==> config.mk <==
export PLATFORM = sky130hd
export DESIGN_NAME = pptrb_seq
export DESIGN_NICKNAME = d
export VERILOG_FILES = /design/src/rtl/core/pptrb_pkg.sv /design/src/rtl/core/pptrb_seq.sv
export SDC_FILE = /design/constraint.sdc
export NUM_CORES = 1
export LEC_CHECK = 0
export BUFFER_PORTS_ARGS = -buffer_cell sky130_fd_sc_hd__buf_2
export CORE_ASPECT_RATIO = 0.5
export CORE_MARGIN = 2
export CORE_UTILIZATION = 40
export DETAILED_ROUTE_END_ITERATION = 10
export GPL_ROUTABILITY_DRIVEN = 0
export PLACE_DENSITY = 0.63
export SLEW_MARGIN = 20
export SYNTH_ARGS = -nofsm -noshare
export SYNTH_HDL_FRONTEND = slang
export SYNTH_SLANG_ARGS = --single-unit
==> constraint.sdc <==
create_clock -name i_clk -period 8.4 [get_ports i_clk]
set_clock_uncertainty 0.1 [all_clocks]
set_input_delay 1.26 -clock i_clk [delete_from_list [all_inputs] [get_ports i_clk]]
set_output_delay 1.26 -clock i_clk [all_outputs]
set_load 0.05 [all_outputs]
==> src/rtl/core/pptrb_pkg.sv <==
// shared types and constants of the ping-pong tile reorder buffer
`timescale 1ns / 1ps

package pptrb_pkg;

    localparam int REG_W     = 9;
    localparam int ITER_W    = 17;
    localparam int PADDR_W   = 3;
    localparam int PDATA_W   = 32;
    localparam int OUT_W     = 64;

    localparam logic [REG_W-1:0] REG_RESET = 9'd1;

    // register index taken from paddr[2]
    localparam logic REG_ROW_BLOCKS = 1'b0;
    localparam logic REG_OUT_BLOCKS = 1'b1;

    typedef struct packed {
        logic wr_en;
        logic rd_en;
        logic tile_end;
        logic run_end;
    } t_step_ctrl;

    function automatic logic [REG_W-1:0] clamp_reg(input logic [REG_W-1:0] v);
        clamp_reg = v[REG_W-1] ? 9'd256 : v;
    endfunction

endpackage

==> src/rtl/core/pptrb_seq.sv <==
// step and iteration counters with write and read address generation
`timescale 1ns / 1ps

module pptrb_seq #(
    parameter int ROW_BLOCK = 2,
    parameter int ROWS      = 4,
    parameter int COL_BLOCK = 2,
    parameter int COLS      = 4,
    parameter int OUT_BLOCK = 8,
    parameter int MEM_AW    = 10
) (
    input  logic                           i_clk,
    input  logic                           i_rst_n,
    input  logic                           i_accept,
    input  logic [pptrb_pkg::REG_W-1:0]    i_row_blocks,
    input  logic [pptrb_pkg::REG_W-1:0]    i_out_blocks,
    output pptrb_pkg::t_step_ctrl          o_ctrl,
    output logic [MEM_AW-1:0]              o_waddr,
    output logic [MEM_AW-1:0]              o_raddr
);

    localparam int TILE_WORDS = ROW_BLOCK * ROWS * COL_BLOCK * COLS * OUT_BLOCK;
    localparam int TILE_AW = (TILE_WORDS > 1) ? $clog2(TILE_WORDS) : 1;
    localparam int C_W   = (COLS > 1) ? $clog2(COLS) : 1;
    localparam int CB_W  = (COL_BLOCK > 1) ? $clog2(COL_BLOCK) : 1;
    localparam int R_W   = (ROWS > 1) ? $clog2(ROWS) : 1;
    localparam int OB_W  = (OUT_BLOCK > 1) ? $clog2(OUT_BLOCK) : 1;
    localparam int RB_W  = (ROW_BLOCK > 1) ? $clog2(ROW_BLOCK) : 1;
    localparam int S_C   = OUT_BLOCK;
    localparam int S_CB  = COLS * OUT_BLOCK;
    localparam int S_R   = COL_BLOCK * COLS * OUT_BLOCK;
    localparam int S_RB  = ROWS * COL_BLOCK * COLS * OUT_BLOCK;

    logic [C_W-1:0]   r_c;
    logic [CB_W-1:0]  r_cb;
    logic [R_W-1:0]   r_w_r;
    logic [OB_W-1:0]  r_w_ob;
    logic [RB_W-1:0]  r_w_rb;
    logic [OB_W-1:0]  r_r_ob;
    logic [R_W-1:0]   r_r_r;
    logic [RB_W-1:0]  r_r_rb;
    logic [pptrb_pkg::ITER_W-1:0] r_iter;

    logic [pptrb_pkg::ITER_W-1:0] tiles;
    logic c_top, cb_top, w_r_top, w_ob_top, w_rb_top, r_ob_top, r_r_top;
    logic last_step, last_iter;
    logic [TILE_AW-1:0] w_in_tile, r_in_tile;

    assign tiles = pptrb_pkg::ITER_W'(pptrb_pkg::clamp_reg(i_row_blocks))
                 * pptrb_pkg::ITER_W'(pptrb_pkg::clamp_reg(i_out_blocks));

    assign c_top    = (r_c    == C_W'(COLS - 1));
    assign cb_top   = (r_cb   == CB_W'(COL_BLOCK - 1));
    assign w_r_top  = (r_w_r  == R_W'(ROWS - 1));
    assign w_ob_top = (r_w_ob == OB_W'(OUT_BLOCK - 1));
    assign w_rb_top = (r_w_rb == RB_W'(ROW_BLOCK - 1));
    assign r_ob_top = (r_r_ob == OB_W'(OUT_BLOCK - 1));
    assign r_r_top  = (r_r_r  == R_W'(ROWS - 1));

    assign last_step = c_top && cb_top && w_r_top && w_ob_top && w_rb_top;
    assign last_iter = (r_iter >= tiles);

    assign o_ctrl.wr_en    = (r_iter < tiles);
    assign o_ctrl.rd_en    = (r_iter != '0);
    assign o_ctrl.tile_end = last_step;
    assign o_ctrl.run_end  = last_step && last_iter;

    assign w_in_tile = TILE_AW'(TILE_AW'(r_w_rb) * TILE_AW'(S_RB)
                     + TILE_AW'(r_w_r) * TILE_AW'(S_R)
                     + TILE_AW'(r_cb) * TILE_AW'(S_CB)
                     + TILE_AW'(r_c) * TILE_AW'(S_C)
                     + TILE_AW'(r_w_ob));
    assign r_in_tile = TILE_AW'(TILE_AW'(r_r_rb) * TILE_AW'(S_RB)
                     + TILE_AW'(r_r_r) * TILE_AW'(S_R)
                     + TILE_AW'(r_cb) * TILE_AW'(S_CB)
                     + TILE_AW'(r_c) * TILE_AW'(S_C)
                     + TILE_AW'(r_r_ob));

    // write half is iteration bit 0, read half is the other one
    assign o_waddr = MEM_AW'(w_in_tile) + (r_iter[0] ? MEM_AW'(TILE_WORDS) : '0);
    assign o_raddr = MEM_AW'(r_in_tile) + (r_iter[0] ? '0 : MEM_AW'(TILE_WORDS));

    always_ff @(posedge i_clk) begin
        if (!i_rst_n) begin
            r_c    <= '0;
            r_cb   <= '0;
            r_w_r  <= '0;
            r_w_ob <= '0;
            r_w_rb <= '0;
            r_r_ob <= '0;
            r_r_r  <= '0;
            r_r_rb <= '0;
            r_iter <= '0;
        end else if (i_accept) begin
            r_c <= c_top ? '0 : r_c + 1'b1;
            if (c_top) begin
                r_cb <= cb_top ? '0 : r_cb + 1'b1;
            end
            // write order: row, then out-block, then row-block
            if (c_top && cb_top) begin
                r_w_r <= w_r_top ? '0 : r_w_r + 1'b1;
                if (w_r_top) begin
                    r_w_ob <= w_ob_top ? '0 : r_w_ob + 1'b1;
                    if (w_ob_top) begin
                        r_w_rb <= w_rb_top ? '0 : r_w_rb + 1'b1;
                    end
                end
            end
            // read order: out-block, then row, then row-block
            if (c_top && cb_top) begin
                r_r_ob <= r_ob_top ? '0 : r_r_ob + 1'b1;
                if (r_ob_top) begin
                    r_r_r <= r_r_top ? '0 : r_r_r + 1'b1;
                    if (r_r_top) begin
                        r_r_rb <= last_step ? '0 : r_r_rb + 1'b1;
                    end
                end
            end
            if (last_step) begin
                r_iter <= last_iter ? '0 : r_iter + 1'b1;
            end
        end
    end

endmodule

==> key figures <==
GRT
  – Met1 usage: 25.5%
  – Maximum number of pins on one net before global-route repair: 23
  – Number of global-route vias before repair: between 3000 and 4000
  – Global route overflow: 0
  – Layer carrying the most global-route usage: met2
  – Wire length of the first global-routing pass: 17100 microns
  – Global-route usage over all layers: roughly 17%
  – GR Layer Usage met3: 2.13%
  – Met2 capacity usage during global routing: 26.9%
  – Antenna violations before repair: 0

Final layout
  – Fraction of final layout cells sized beyond drive strength 1: 20.7%
  – ANT cells: 0
  – Register area: 641 sq um
  – Number of fill cells in the layout: roughly 1100
  – Final Net Count: 743
  – Layout overhead on the synthesized area: 18.9%
  – Area of the multi-input gates: 3650 sq um

Timing
  – Hold slack: 383 ps
  – Final worst-path cycle share: 97.3%
  – Number of failing hold endpoints at the final stage: 0
  – Normalized max-slew margin: 69.1%
  – Maximum frequency from static timing analysis: 0.122 GHz
  – Final critical delay including setup and external delays: 8170 ps
  – Final slew viol count: 0
  – Final Setup Violations: 0
  – Setup total negative slack: 0 ps
  – Slew of the pin with the lowest slew margin: about 460 ps

Worst setup path
  – Required time worst endpoint: 7040 ps
  – Critical path start-end classification: in2out
  – Data arrival, critical path: slightly below 7000 ps
  – Worst path most repeated cell: sky130_fd_sc_hd__fa_1
  – Crit-path leading delay family: adder cells
  – Crit-path max cell delay: 600 ps
  – Setup crit start kind: primary input
  – CP max FO: 22
  – Kind of end point of the critical path: output port
  – Number of buffer and inverter instances along the worst setup path: 6
  – Slowest cell on the critical path: sky130_fd_sc_hd__fa_1

Synthesis
  – Share of synthesized area spent on multiplexers: 0.661%
  – Most area-consuming cells after synthesis: sky130_fd_sc_hd__fa_1 22%, sky130_fd_sc_hd__ha_1 17%, sky130_fd_sc_hd__dfxtp_1 14%
  – Mean cell area of the mapped netlist: 8.20 sq um
  – Synth Register Bits: 32
  – Unique masters post-synth: 48
  – Netlist area before placement: 4540 sq um
  – Warnings, synthesis: 0
  – Largest area contributor in the synthesized netlist: sky130_fd_sc_hd__fa_1
  – Commonest register cell after synthesis: sky130_fd_sc_hd__dfxtp_1
  – Area fraction of the dominant cell type after synthesis: approximately 22%
  – Share of synthesized cell area in full adder, half adder and majority cells: 38.4%
  – EDFF count, synth: 0
  – Combinational family with the most area after synthesis: adder cells
  – Post-synthesis net count: between 600 and 700
  – Share of the synthesized netlist area taken by xor and xnor gates: 6.17%
  – Part of the Yosys area used for sequential elements: between 10% and 20%
  – Fraction of the mapped netlist area in simple logic gates: 24.7%
  – Instance count of the mapped netlist: 554
  – Proportion of register bits with asynchronous set or reset after synthesis: 0%
  – Compound-cell area share of the yosys netlist: 6.81%

Routing
  – Routed len/inst: about 13 microns
  – Starting DRT DRC Count: 149
  – Total routed wirelength: a little under 10000 microns
  – DRC violation count after routing: 0
  – DRT Pass-1 Iters: 4
  – Via density per instance: 4.84
  – Routed via count: 3670
  – Remaining antenna violation count: 0

Die
  – Std-Cell Core Area: between 10000 and 15000 sq um
  – Die Footprint: 12300 sq um
  – Starting density of the core: 41.2%
  – Count of pins on the block boundary: between 40 and 50
  – Die W: around 150 microns
  – Number of standard-cell rows in the floorplan: 27
  – Die height: 79.3 microns

CTS
  – Max Buffers Root-to-Sink: 2
  – Hold buffers post-CTS: 0
  – Number of buffers inserted during clock tree synthesis: 5
  – TritonCTS clock tree: built
  – TritonCTS sink count: 32
  – Reg clk slew, reported paths: 50 ps
  – CTS HTree Levels: 2
  – Master cell of the clock root buffer: sky130_fd_sc_hd__clkbuf_16
  – Skew-Pair Late Insertion Delay: 270 ps

Pwr
  – Lkg Pwr: 2.67 nW
  – Maximum VDD drop: 140 uV
  – Cell Pwr Density: between 100 and 150 nW/um^2

Run
  – Number of max-capacitance violations reported: 0

Run status
  – Result of the run: complete, no violations

Hold path
  – Path class of the lowest-slack min-delay path: reg2reg

Placed design
  – Number of buffers inserted by port buffering: 44
  – Half-perimeter wire length after placement: a little over 8000 microns
-- path summary, 6_finish.rpt --
kind / end / depth (start not counted) / slack, ps / startpoint
worst max-delay path: o_ctrl[0] / 25 / 230 / i_out_blocks[8]
worst min-delay path: r_w_r[1]$_SDFFE_PN0P_ / 2 / 380 / r_w_r[1]$_SDFFE_PN0P_
worst max register to register: r_iter[2]$_SDFFE_PN0P_ / 8 / 6020 / r_iter[7]$_SDFFE_PN0P_
worst min register to register: r_w_r[1]$_SDFFE_PN0P_ / 2 / 380 / r_w_r[1]$_SDFFE_PN0P_
-- routing by layer --
layer  up-vias  wire length (microns)
met2        78                   4140
met4         0                     88
met5         -                      0
met3         8                    436
met1      1707                   5260
li1       1877                      -
-- cells in the final DEF, fill, tap and decap left out, drive strengths merged, types with 2 or more instances in the layout --
master	instances
a21boi	6
a21oi	18
and2	8
and3	6
and4	2
buf	70
clkbuf	7
dfxtp	32
fa	49
ha	61
inv	81
mux2i	3
nand2	68
nand2b	9
nand3	15
nand4	9
nor2	72
nor2b	24
nor3	10
nor4	4
o2111ai	2
o211ai	2
o21a	3
o21ai	6
or2	2
xnor2	16
xor2	16
-- flip-flops by register name, summed over array words and instances (netlist names) --
name,cells
r_r_rb,1
r_w_rb,1
cb_top,1
r_w_ob,3
r_r_r,2
r_iter,17
r_w_r,2
r_r_ob,3
r_c,2
-- worst register-to-register path: stages (launching register included) --
cell and delay, ps:
sky130_fd_sc_hd__dfxtp_1 370, sky130_fd_sc_hd__ha_1 320, sky130_fd_sc_hd__nand4_1 160, sky130_fd_sc_hd__or3_1 390, sky130_fd_sc_hd__o2111ai_2 110, sky130_fd_sc_hd__a211oi_2 140, sky130_fd_sc_hd__buf_4 160, sky130_fd_sc_hd__o21ai_4 400
sky130_fd_sc_hd__nor2_1 100
-- repair_timing --
| item | CTS | global route |
|---|---|---|
| setup endpoints to repair | 1 | 2 |
| pin swaps | 1 | 16 |
| resized for setup | 2 | 46 |
| buffers inserted | 0 | 2 |
-- power by group --
group	total, W	leakage, nW	internal (W)	switching (W)
clock	0.000219	0.0901	0.000156	0.0000628
sequential	0.000154	0.258	0.000153	0.00000110
combinational	0.000219	2.32	0.0000905	0.000129
total	0.000592	2.67	0.000399	0.000193
-- per-stage QoR --
step / setup slack (ps) / total power (W) / area [sq um] / cells / util (%)
after floorplan: 344 / 0.000303 / 4540 / 554 / -
after global placement: 54.9 / 0.000353 / 5020 / 748 / 45.6
after detailed placement: -38.6 / 0.000355 / 5020 / 748 / 45.6
after CTS: 5.00 / 0.000580 / 5210 / 756 / 47.3
after global routing: -29.2 / 0.000633 / 5400 / 758 / 49.0
final: 230 / 0.000592 / 5400 / 758 / 49.0
-- cell usage after synthesis, types with 2 or more instances --
cell type	n
sky130_fd_sc_hd__buf_2	2
sky130_fd_sc_hd__nand2_1	68
sky130_fd_sc_hd__a21boi_0	6
sky130_fd_sc_hd__clkbuf_1	8
sky130_fd_sc_hd__o21ai_0	5
sky130_fd_sc_hd__and3_1	6
sky130_fd_sc_hd__nor2_1	71
sky130_fd_sc_hd__and2_1	7
sky130_fd_sc_hd__buf_4	8
sky130_fd_sc_hd__a21oi_1	18
sky130_fd_sc_hd__nor2b_1	24
sky130_fd_sc_hd__fa_1	49
sky130_fd_sc_hd__o211ai_1	2
sky130_fd_sc_hd__xnor2_1	16
sky130_fd_sc_hd__inv_1	81
sky130_fd_sc_hd__dfxtp_1	32
sky130_fd_sc_hd__nor3_2	2
sky130_fd_sc_hd__o21a_1	3
sky130_fd_sc_hd__nand2b_1	9
sky130_fd_sc_hd__or2_2	2
sky130_fd_sc_hd__nand4_1	9
sky130_fd_sc_hd__nand3_1	14
sky130_fd_sc_hd__nor3_1	8
sky130_fd_sc_hd__mux2i_1	3
sky130_fd_sc_hd__ha_1	61
sky130_fd_sc_hd__xor2_1	16
sky130_fd_sc_hd__nor4_1	3
-- final cells by class --
type | instances | share of cell area [%]
repair buffers | 70 | 8.11
clock inverters | 1 | 0.556
inverters | 81 | 5.63
flip-flops and latches | 32 | 11.9
clock buffers | 7 | 2.83
well taps | 145 | 3.36
multi-input cells | 422 | 67.6
-- cells by family after synthesis --
group / count (synthesis)
DFF: 32
muxes: 3
adders and majority gates: 110
AOI/OAI and AO/OA: 45
and+or+nand+nor: 232
xor gates and xnor gates: 32
buffers and inverters: 100
Note: power is estimated with default switching activity, not from simulation.
